### src/sst_pkg.sv
// ----------------------------------------------------------------------------
// sst_pkg
// types and codes shared by the sorted set table modules
// ----------------------------------------------------------------------------
package sst_pkg;

    localparam logic [2:0] MODE_ADD    = 3'd0;
    localparam logic [2:0] MODE_REMKEY = 3'd1;
    localparam logic [2:0] MODE_REMIDX = 3'd2;
    localparam logic [2:0] MODE_READ   = 3'd3;
    localparam logic [2:0] MODE_CLEAR  = 3'd4;

    localparam logic [2:0] ST_EXISTING  = 3'd0;
    localparam logic [2:0] ST_INSERTED  = 3'd1;
    localparam logic [2:0] ST_REMOVED   = 3'd2;
    localparam logic [2:0] ST_NOT_FOUND = 3'd3;
    localparam logic [2:0] ST_FULL      = 3'd4;
    localparam logic [2:0] ST_BAD_INDEX = 3'd5;
    localparam logic [2:0] ST_READ_OK   = 3'd6;
    localparam logic [2:0] ST_CLEARED   = 3'd7;

    typedef enum logic [2:0] {
        S_IDLE,
        S_SEARCH,
        S_SHIFT,
        S_READ,
        S_DONE
    } state_t;

    // controller to datapath
    typedef struct packed {
        logic load;      // capture request
        logic search;    // one binary search step
        logic shift;     // one move of an entry
        logic rd_issue;  // issue read at index
        logic finish;    // compute result
    } cmd_t;

    // datapath to controller
    typedef struct packed {
        logic search_done;
        logic need_shift;
        logic shift_done;
        logic is_search;
        logic is_read;
    } stat_t;

endpackage

### src/sst_ctrl.sv
// ----------------------------------------------------------------------------
// sst_ctrl
// request sequencer: search, shift, read and result hand-off
// ----------------------------------------------------------------------------
module sst_ctrl (
    input  logic           aclk,
    input  logic           aresetn,
    input  logic           s_fire,
    input  logic           m_fire,
    input  sst_pkg::stat_t stat,
    output sst_pkg::cmd_t  cmd,
    output logic           s_ready,
    output logic           m_valid
);

    sst_pkg::state_t state_reg, state_next;

    always_ff @(posedge aclk) begin
        if (!aresetn) begin
            state_reg <= sst_pkg::S_IDLE;
        end else begin
            state_reg <= state_next;
        end
    end

    always_comb begin
        state_next = state_reg;
        unique case (state_reg)
            sst_pkg::S_IDLE: begin
                if (s_fire) begin
                    state_next = sst_pkg::S_SEARCH;
                end
            end
            sst_pkg::S_SEARCH: begin
                if (stat.is_read) begin
                    state_next = sst_pkg::S_READ;
                end else if (!stat.is_search || stat.search_done) begin
                    state_next = stat.need_shift ? sst_pkg::S_SHIFT : sst_pkg::S_DONE;
                end
            end
            sst_pkg::S_SHIFT: begin
                if (stat.shift_done) begin
                    state_next = sst_pkg::S_DONE;
                end
            end
            sst_pkg::S_READ: begin
                state_next = sst_pkg::S_DONE;
            end
            sst_pkg::S_DONE: begin
                if (m_fire) begin
                    state_next = sst_pkg::S_IDLE;
                end
            end
            default: state_next = sst_pkg::S_IDLE;
        endcase
    end

    always_comb begin
        cmd      = '0;
        s_ready  = 1'b0;
        m_valid  = 1'b0;
        unique case (state_reg)
            sst_pkg::S_IDLE: begin
                s_ready  = 1'b1;
                cmd.load = s_fire;
            end
            sst_pkg::S_SEARCH: begin
                cmd.search   = stat.is_search && !stat.search_done;
                cmd.rd_issue = stat.is_read;
                cmd.finish   = !stat.is_read && (!stat.is_search || stat.search_done);
            end
            sst_pkg::S_SHIFT: begin
                cmd.shift = 1'b1;
            end
            sst_pkg::S_READ: begin
                cmd.finish = 1'b1;
            end
            sst_pkg::S_DONE: begin
                m_valid = 1'b1;
            end
            default: ;
        endcase
    end

endmodule

### config.mk
export PLATFORM = sky130hd
export DESIGN_NAME = sst_ctrl
export DESIGN_NICKNAME = d
export VERILOG_FILES = /design/src/sst_pkg.sv /design/src/sst_ctrl.sv
export SDC_FILE = /design/constraint.sdc
export NUM_CORES = 1
export LEC_CHECK = 0
export ABC_AREA = 1
export BUFFER_PORTS_ARGS = -buffer_cell sky130_fd_sc_hd__buf_2
export CAP_MARGIN = 20
export CORE_AREA = 2 2 39 41
export CTS_BUF_LIST = sky130_fd_sc_hd__clkbuf_8
export DETAILED_ROUTE_END_ITERATION = 6
export DIE_AREA = 0 0 41 43
export HOLD_SLACK_MARGIN = 0.1
export PLACE_DENSITY = 0.44
export SLEW_MARGIN = 30
export SYNTH_ARGS = -nofsm -noshare
export SYNTH_HDL_FRONTEND = slang
export SYNTH_SLANG_ARGS = --single-unit
### constraint.sdc
create_clock -name aclk -period 0.96 [get_ports aclk]
set_input_delay 0.144 -clock aclk [delete_from_list [all_inputs] [get_ports aclk]]
set_output_delay 0.144 -clock aclk [all_outputs]
set_load 0.01 [all_outputs]
==> flow_metrics.tcl, run 1 <==
set metrics [dict create \
    postSynthAreaPerCell_um2 6.11 \
    hold_path.startpoint "aresetn" \
    yosys.area.top_type "dfxtp_1" \
    power.internal_mw 1.35 \
    worstMarginPinSlew_ns 0.165 \
    ys_seq_elements 3 \
    min_period_over_period 1.22 \
    power_mw 2.31 \
    cp.required_ns 0.82 \
    core_mm2 0.00138 \
    tns_ns -1.73 \
    status "complete, but fails checks" \
    cts_tree "built" \
    rsz0062_at_grt "true" \
    vdd_ir_drop_max_v 0.00133 \
    worst_hold_path_type "input pin to flop" \
    fmaxAchievable_mhz 852 \
    die_area_mm2 0.00176 \
    synth_enable_flop_cells 0 \
    combPwrFrac 0.702 \
    power.density_mw_per_mm2 3310 \
    cts_max_path_buffers 2 \
    htree_levels 1 \
    drcViolationCount 0 \
    cp-startpoint "state_reg[1]$_SDFFE_PN0P_" \
    cp_data_arrival_time_ns 1.03 \
    setup_slack_ns -0.214 \
    place_ws_ns -0.0804 \
    largest_reg_flops 3 \
    nets 93 \
    syn_area_um2 312 \
    dieWidth_um 41 \
    path_class "flop to primary output" \
    port_buffers 15 \
    clock_skew_ns 0.00296 \
    slew_headroom 0.890 \
    violations "setup timing" \
    n_fill_cell 134 \
    ff_latch_area_um2 68.8 \
    drt_iter0_markers 7 \
    hpwl_um 622 \
    grt_pass1_vias 405 \
    synth_fp_nets 60 \
    grt_max_degree 7 \
    synthTopCellsByArea "dfxtp_1 19%, nand3_2 16%, inv_1 12%" \
    antenna_found_initial 0 \
    period_minus_slack_ns 1.17 \
    grt_pass1_wl_um 1550 \
    ys_seq_area_frac 0.193 \
    ys.warnings.count 0 \
    overflow 0 \
    r2r_cells 7 \
    synthFlopType "dfxtp_1" \
    viasPerCell 4.14 \
    postLayoutCoreUtil 0.505 \
    switching_share 0.418 \
    startpoint_type "flop" \
    endpoint "cmd[3]" \
    slew_viol_final 0 \
    r2r_slack_ns -0.18 \
    final_cells 99 \
    holdBufCountCts 0 \
    cp-end-kind "primary output" \
    synthArstFlopShare 0 \
    diodes 0 \
    num_vias 410 \
    dr.pass1.iters 2 \
    drtAntennaViolNets 0 \
    power_frac_clock 0.155 \
    reg2reg_from "state_reg[0]$_SDFFE_PN0P_" \
    leakagePower_nw 0.357 \
    switchingPower_mw 0.967 \
    cts_buffers 3 \
    rows 14 \
    start_util 0.225 \
    cts_root_buf "clkbuf_8" \
    pwr-share-seq 0.144 \
    synthCells 51 \
    gp_congestion 0.690 \
    clkLatencyLatePin_ns 0.21 \
    grt_util_all_layers 0.126 \
    clk_pin_slew_ns 0.03 \
    routed_wl_um 897 \
    multi_input_area_um2 283 \
    placed_cells 86 \
    ioPinCount 16 \
    syn2layout_area_growth_pct 124 \
    hold_viol 0 \
    die_y_um 43 \
    synth_top_area_frac 0.193 \
    drv_cap 0 \
    final_layout_size_suffix_gt1_frac 0.759 \
    wl_per_cell_um 9.06 \
    synth_cell_type_count 15 \
    cp_max_fo 6 \
    regToRegEndpoint "state_reg[1]$_SDFFE_PN0P_" \
    setup_viol 10 \
    clkSinkCount 3 \
]
worst min path at each step:
stage	to	slack (ns)	cells past startpoint
floorplan	state_reg[1]$_SDFFE_PN0P_	0.25	2
global placement	state_reg[2]$_SDFFE_PN0P_	0.40	3
detailed placement	state_reg[2]$_SDFFE_PN0P_	0.40	3
CTS	state_reg[1]$_SDFFE_PN0P_	0.18	3
global route	state_reg[2]$_SDFFE_PN0P_	0.20	3
finish	state_reg[1]$_SDFFE_PN0P_	0.19	3
cells by family after synthesis:
group	synth area share
AO/OA/AOI/OAI	0.116
buffers and inverters	0.169
flip-flops	0.193
AND/OR/NAND/NOR	0.522
power groups by stage:
stage          combinational, mW  sequential [mW]  clock [mW]
2_1_floorplan              0.618            0.302           0
3_3_place_gp               0.907            0.318           0
3_5_place_dp               0.901            0.320           0
4_1_cts                     1.38            0.316       0.359
5_1_grt                     1.79            0.340       0.381
6_report                    1.62            0.332       0.357
critical path: stages (launching register included):
cell and delay, ns:
dfxtp_4 0.37, inv_4 0.07, nand3_4 0.06, buf_6 0.11, nor2_1 0.07, buf_2 0.13
Yosys cell counts, types with 2 or more instances:
cell type and n:
a21oi_1 2, dfxtp_1 3, inv_1 10, inv_2 4, nand2_1 10, nand3_1 2, nand3_2 5, nor2_1 5
nor2_2 2, nor2_4 2, o21ai_1 2
placed cells by master, fill, tap and decap left out, types with 4 or more instances in the layout:
cell     netlist  layout
nand2_1       10       6
buf_4          0       5
inv_1         10       8
inv_2          4       4
nor2_4         2       5
buf_6          0      11
buf_2          0      12
through the flow:
stage | cell area, um2 | hold slack (ns)
2_1_floorplan | 340 | 0.255
3_3_place_gp | 465 | 0.399
3_5_place_dp | 465 | 0.402
4_1_cts | 644 | 0.183
5_1_grt | 698 | 0.200
6_report | 698 | 0.187
final cells by class:
class / instances / share of cell area
multi-input cells: 34 / 0.405
well taps: 16 / 0.0287
inverters: 14 / 0.0860
flip-flops and latches: 3 / 0.0986
clock inverters: 1 / 0.00538
clock buffers: 3 / 0.0591
repair buffers: 28 / 0.317
routing by layer:
metal | wire [um] | part of all wire | GRT usage
met4 | 0 | 0 | 0.0200
met2 | 494 | 0.55 | 0.206
met5 | 0 | 0 | 0
met3 | 41 | 0.046 | 0.0314
met1 | 362 | 0.40 | 0.163
timing repair:
action | in CTS | in global routing
gates resized for setup | 18 | 14
setup buffers | 8 | 1
setup endpoints to repair | 10 | 10
pin swaps | 6 | 9
Note: power is estimated with default switching activity, not from simulation.
==> inputs of run 2 (changes only) <==
clock period = 1 ns   (was 0.96 ns; I/O delays follow)
==> run 2 against run 1 <==
First-iteration DRC count shrank 14%; cell count rose by 1.0%; core utilization is 2.0 points lower; worst setup slack better by 0.035 ns; highest routed layer unchanged; the run still ends with setup timing left; routed wire length down 5.7%; clock skew is 0.00081 ns lower; combinational power down 12%.
==> flow_metrics.tcl, run 2 (synthesis results as in run 1) <==
set metrics [dict create \
    grt_max_degree 8 \
    rows 14 \
    status "complete, but fails checks" \
    worst_hold_path_type "input pin to flop" \
    drcViolationCount 0 \
    hold_path_end "state_reg[2]$_SDFFE_PN0P_" \
    clock_skew_ns 0.00216 \
    r2r_slack_ns -0.11 \
    routed_wl_um 846 \
    setup_viol 10 \
    cp_data_arrival_time_ns 1.03 \
    hold_path.startpoint "aresetn" \
    overflow 0 \
    reg2reg_from "state_reg[1]$_SDFFE_PN0P_" \
    violations "setup timing" \
    die_area_mm2 0.00176 \
    tns_ns -1.39 \
    ioPinCount 16 \
    dr.pass1.iters 4 \
    antenna_found_initial 0 \
    gp_congestion 0.784 \
    min_period_over_period 1.18 \
    setup_slack_ns -0.179 \
    crit_buf_inv 3 \
    grt_util_all_layers 0.124 \
    power.density_mw_per_mm2 3100 \
    placed_cell_area_um2 447 \
    clkSinkCount 3 \
    regToRegEndpoint "state_reg[1]$_SDFFE_PN0P_" \
    grt_pass1_wl_um 1440 \
    path_class "flop to primary output" \
    wl_per_cell_um 8.46 \
    cp.required_ns 0.85 \
    cts_tree "built" \
    diodes 0 \
    start_util 0.225 \
    drv_cap 0 \
    vdd_ir_drop_max_v 0.00124 \
    cp-end-kind "primary output" \
    grt_pass1_vias 376 \
    viasPerCell 4.18 \
    cts_max_path_buffers 2 \
    cp_max_fo 6 \
    worstMarginPinSlew_ns 0.149 \
    leakagePower_nw 0.357 \
    worst_path_largest_cell_delay_ns 0.37 \
    port_buffers 15 \
    rsz0062_at_grt "true" \
    dieWidth_um 41 \
    hold_path_depth 3 \
    drt_iter0_markers 6 \
    cts_buffers 3 \
    syn2layout_area_growth_pct 115 \
    power_mw 2.08 \
    nets 94 \
    hpwl_um 616 \
    final_layout_size_suffix_gt1_frac 0.690 \
    final_cells 100 \
    slew_viol_final 0 \
    hold_viol 0 \
    cts_root_buf "clkbuf_8" \
    fmaxAchievable_mhz 848 \
    die_y_um 43 \
    startpoint_type "flop" \
    clk_pin_slew_ns 0.03 \
    htree_levels 1 \
    period_minus_slack_ns 1.18 \
    cp_top_family "flip-flops" \
    placed_cells 87 \
    r2r_cells 8 \
    finalInstanceArea_um2 671 \
    drtAntennaViolNets 0 \
    path_cells "buf_12, nor2_4, nand2_2, inv_2, buf_6" \
    layout_commonest_cell "buf_2" \
    clkLatencyLatePin_ns 0.22 \
    largest_reg_flops 3 \
    core_mm2 0.00138 \
    worst_path_max_delay_cell "dfxtp_4" \
    num_vias 418 \
    layout_common_cells "13 x buf_2, 9 x inv_1, 8 x buf_4" \
    slew_headroom 0.901 \
]
## run 2: metal layers
metal / track usage / share of wire / up-vias
met1: 0.147 / 0.41 / 178
met2: 0.178 / 0.51 / 14
met5: 0 / 0 / -
met4: 0.0800 / 0 / 0
li1: - / - / 226
met3: 0.0471 / 0.080 / 0
## run 2: cell type report
cell class              instances  area (um2)
fillers                       148         713
flip-flops and latches          3        68.8
clock inverters                 1        3.75
repair buffers                 29         224
well taps                      16        20.0
inverters                      14        57.6
multi-input cells              34         255
clock buffers                   3        41.3
## run 2: worst register-to-register path, stage by stage, from the launching register on
cell     delay (ns)
dfxtp_4        0.40
buf_12         0.12
nor2_4         0.03
buf_4          0.12
buf_4          0.12
nand2_1        0.06
nand3_2        0.07
nand2_1        0.06
nor2_1         0.03
## run 2: per-stage QoR
step	hold WS [ns]	setup WS (ns)	util
2_1_floorplan	0.263	0.00119	-
3_3_place_gp	0.399	-0.0949	0.323
3_5_place_dp	0.404	-0.0913	0.323
4_1_cts	0.169	-0.194	0.443
5_1_grt	0.186	-0.237	0.485
6_report	0.172	-0.179	0.485
## run 2: timing repair
item                                    CTS  global route
hold buffers                              0             0
gates resized for setup                  17            10
gates cloned                              0             0
pin swaps                                 6             5
setup buffers                             8             1
endpoints found under the setup margin   10            10
## run 2: worst max-delay path by stage
stage | from | to | cells after the start
after floorplan | state_reg[0]$_SDFFE_PN0P_ | state_reg[1]$_SDFFE_PN0P_ | 6
after global placement | state_reg[2]$_SDFFE_PN0P_ | state_reg[0]$_SDFFE_PN0P_ | 7
after detailed placement | state_reg[2]$_SDFFE_PN0P_ | state_reg[1]$_SDFFE_PN0P_ | 6
after CTS | state_reg[1]$_SDFFE_PN0P_ | cmd[3] | 5
after global routing | state_reg[1]$_SDFFE_PN0P_ | cmd[3] | 5
final | state_reg[1]$_SDFFE_PN0P_ | cmd[1] | 5
## run 2: power breakdown
group	internal (mW)	switching, mW	leakage, nW
logic	0.776	0.640	0.303
registers	0.197	0.121	0.0264
clock network	0.262	0.0849	0.0269
total	1.24	0.846	0.357
==> inputs of run 3 (changes only) <==
CTS_BUF_LIST = unset   (was sky130_fd_sc_hd__clkbuf_8)
==> run 3 against run 2 <==
Die area unchanged; largest power group unchanged; routed wire length up 3.4%; worst setup slack worse by 0.032 ns; fmax down 2.6%; via count up 2.6%; the run still ends with setup timing left; flip-flop and latch count unchanged; first-iteration DRC count down 33%; worst hold slack worse by 0.019 ns; clock skew up 0.0028 ns; cell count unchanged; sequential power up 1%; global-route usage down 0.60 points; largest cell class unchanged.
==> flow_metrics.tcl, run 3 (synthesis results as in run 1) <==
set metrics [dict create \
    setup_viol 10 \
    final_layout_size_suffix_gt1_frac 0.702 \
    drtAntennaViolNets 0 \
    power.density_mw_per_mm2 2970 \
    n_fill_cell 145 \
    slew_headroom 0.898 \
    rsz0062_at_grt "true" \
    cts_buffers 3 \
    startpoint_type "flop" \
    grt_util_all_layers 0.118 \
    gp_congestion 0.784 \
    worstMarginPinSlew_ns 0.152 \
    clkSinkCount 3 \
    clkLatencyLatePin_ns 0.24 \
    fmaxAchievable_mhz 826 \
    grt_pass1_wl_um 1370 \
    largest_reg_flops 3 \
    placed_cells 87 \
    worst_hold_path_type "input pin to flop" \
    dr.pass1.iters 4 \
    port_buffers 15 \
    clock_skew_ns 0.00492 \
    ioPinCount 16 \
    start_util 0.225 \
    postLayoutCoreUtil 0.470 \
    num_vias 429 \
    hold_viol 0 \
    grt_pass1_vias 355 \
    cp_max_fo 4 \
    nets 94 \
    path_class "flop to primary output" \
    cts_tree "built" \
    period_minus_slack_ns 1.21 \
    leakagePower_nw 0.344 \
    cp.required_ns 0.85 \
    drt_iter0_markers 4 \
    clk_pin_slew_ns 0.04 \
    status "complete, but fails checks" \
    die_area_mm2 0.00176 \
    htree_levels 1 \
    layout_common_cells "14 x buf_2, 9 x inv_1, 9 x buf_4" \
    antenna_found_initial 0 \
    slew_viol_final 0 \
    min_period_over_period 1.21 \
    layout_commonest_cell "buf_2" \
    cts_max_path_buffers 2 \
    hpwl_um 616 \
    violations "setup timing" \
    cts_root_buf "clkbuf_4" \
    rows 14 \
    diodes 0 \
    overflow 0 \
    wl_per_cell_um 8.75 \
    dieWidth_um 41 \
    drv_cap 0 \
    routed_wl_um 875 \
    setup_slack_ns -0.211 \
    place_ws_ns -0.0913 \
    syn2layout_area_growth_pct 109 \
    final_cells 100 \
    cp-end-kind "primary output" \
    grt_max_degree 8 \
    cp_data_arrival_time_ns 1.06 \
    viasPerCell 4.29 \
    core_mm2 0.00138 \
    drcViolationCount 0 \
    die_y_um 43 \
    vdd_ir_drop_max_v 0.00108 \
]
[run 3: final timing paths]
path / to / cells past startpoint / from / slack (ns)
max reg2reg: state_reg[1]$_SDFFE_PN0P_ / 8 / state_reg[1]$_SDFFE_PN0P_ / -0.12
min reg2reg: state_reg[1]$_SDFFE_PN0P_ / 2 / state_reg[1]$_SDFFE_PN0P_ / 0.58
min: state_reg[2]$_SDFFE_PN0P_ / 3 / aresetn / 0.15
max: cmd[4] / 5 / state_reg[2]$_SDFFE_PN0P_ / -0.21
[run 3: area by class of cell]
type                    instances  area (um2)  area share
well taps                      16        20.0      0.0308
multi-input cells              34         264       0.406
clock buffers                   4        26.3      0.0404
flip-flops and latches          3        68.8       0.106
inverters                      14        57.6      0.0885
repair buffers                 29         214       0.329
[run 3: per-stage QoR]
| stage | TNS, ns | instance area (um2) | hold slack (ns) | total power, mW |
|---|---|---|---|---|
| 6_report | -1.64 | 651 | 0.154 | 1.93 |
| 4_1_cts | -1.65 | 582 | 0.141 | 1.66 |
| 5_1_grt | -2.39 | 651 | 0.151 | 2.12 |
| 2_1_floorplan | 0 | 314 | 0.263 | 0.800 |
| 3_3_place_gp | -0.283 | 447 | 0.399 | 1.09 |
| 3_5_place_dp | -0.276 | 447 | 0.404 | 1.08 |
[run 3: repair_timing]
| item | 4_1_cts | 5_1_grt |
|---|---|---|
| gates resized for setup | 15 | 11 |
| setup endpoints to repair | 10 | 10 |
| pin swaps | 6 | 6 |
| hold buffers | 0 | 0 |
| gates cloned | 0 | 0 |
| setup buffers | 7 | 2 |
[run 3: metal layers]
| layer | track usage | part of all wire |
|---|---|---|
| met1 | 0.144 | 0.41 |
| met4 | 0.0600 | 0 |
| met5 | 0 | 0 |
| met3 | 0.0628 | 0.077 |
| met2 | 0.163 | 0.51 |
[run 3: critical path, stage by stage, from the launching register on]
cell,delay (ns)
dfxtp_2,0.33
inv_4,0.09
buf_4,0.14
nand2_4,0.06
nor2_1,0.08
buf_2,0.13
[run 3: where the power goes]
part           internal (mW)  leakage (nW)  switching, mW  total, mW
Clock                  0.150        0.0150         0.0667      0.216
Sequential             0.197        0.0264          0.125      0.322
Combinational          0.741         0.302          0.653       1.39
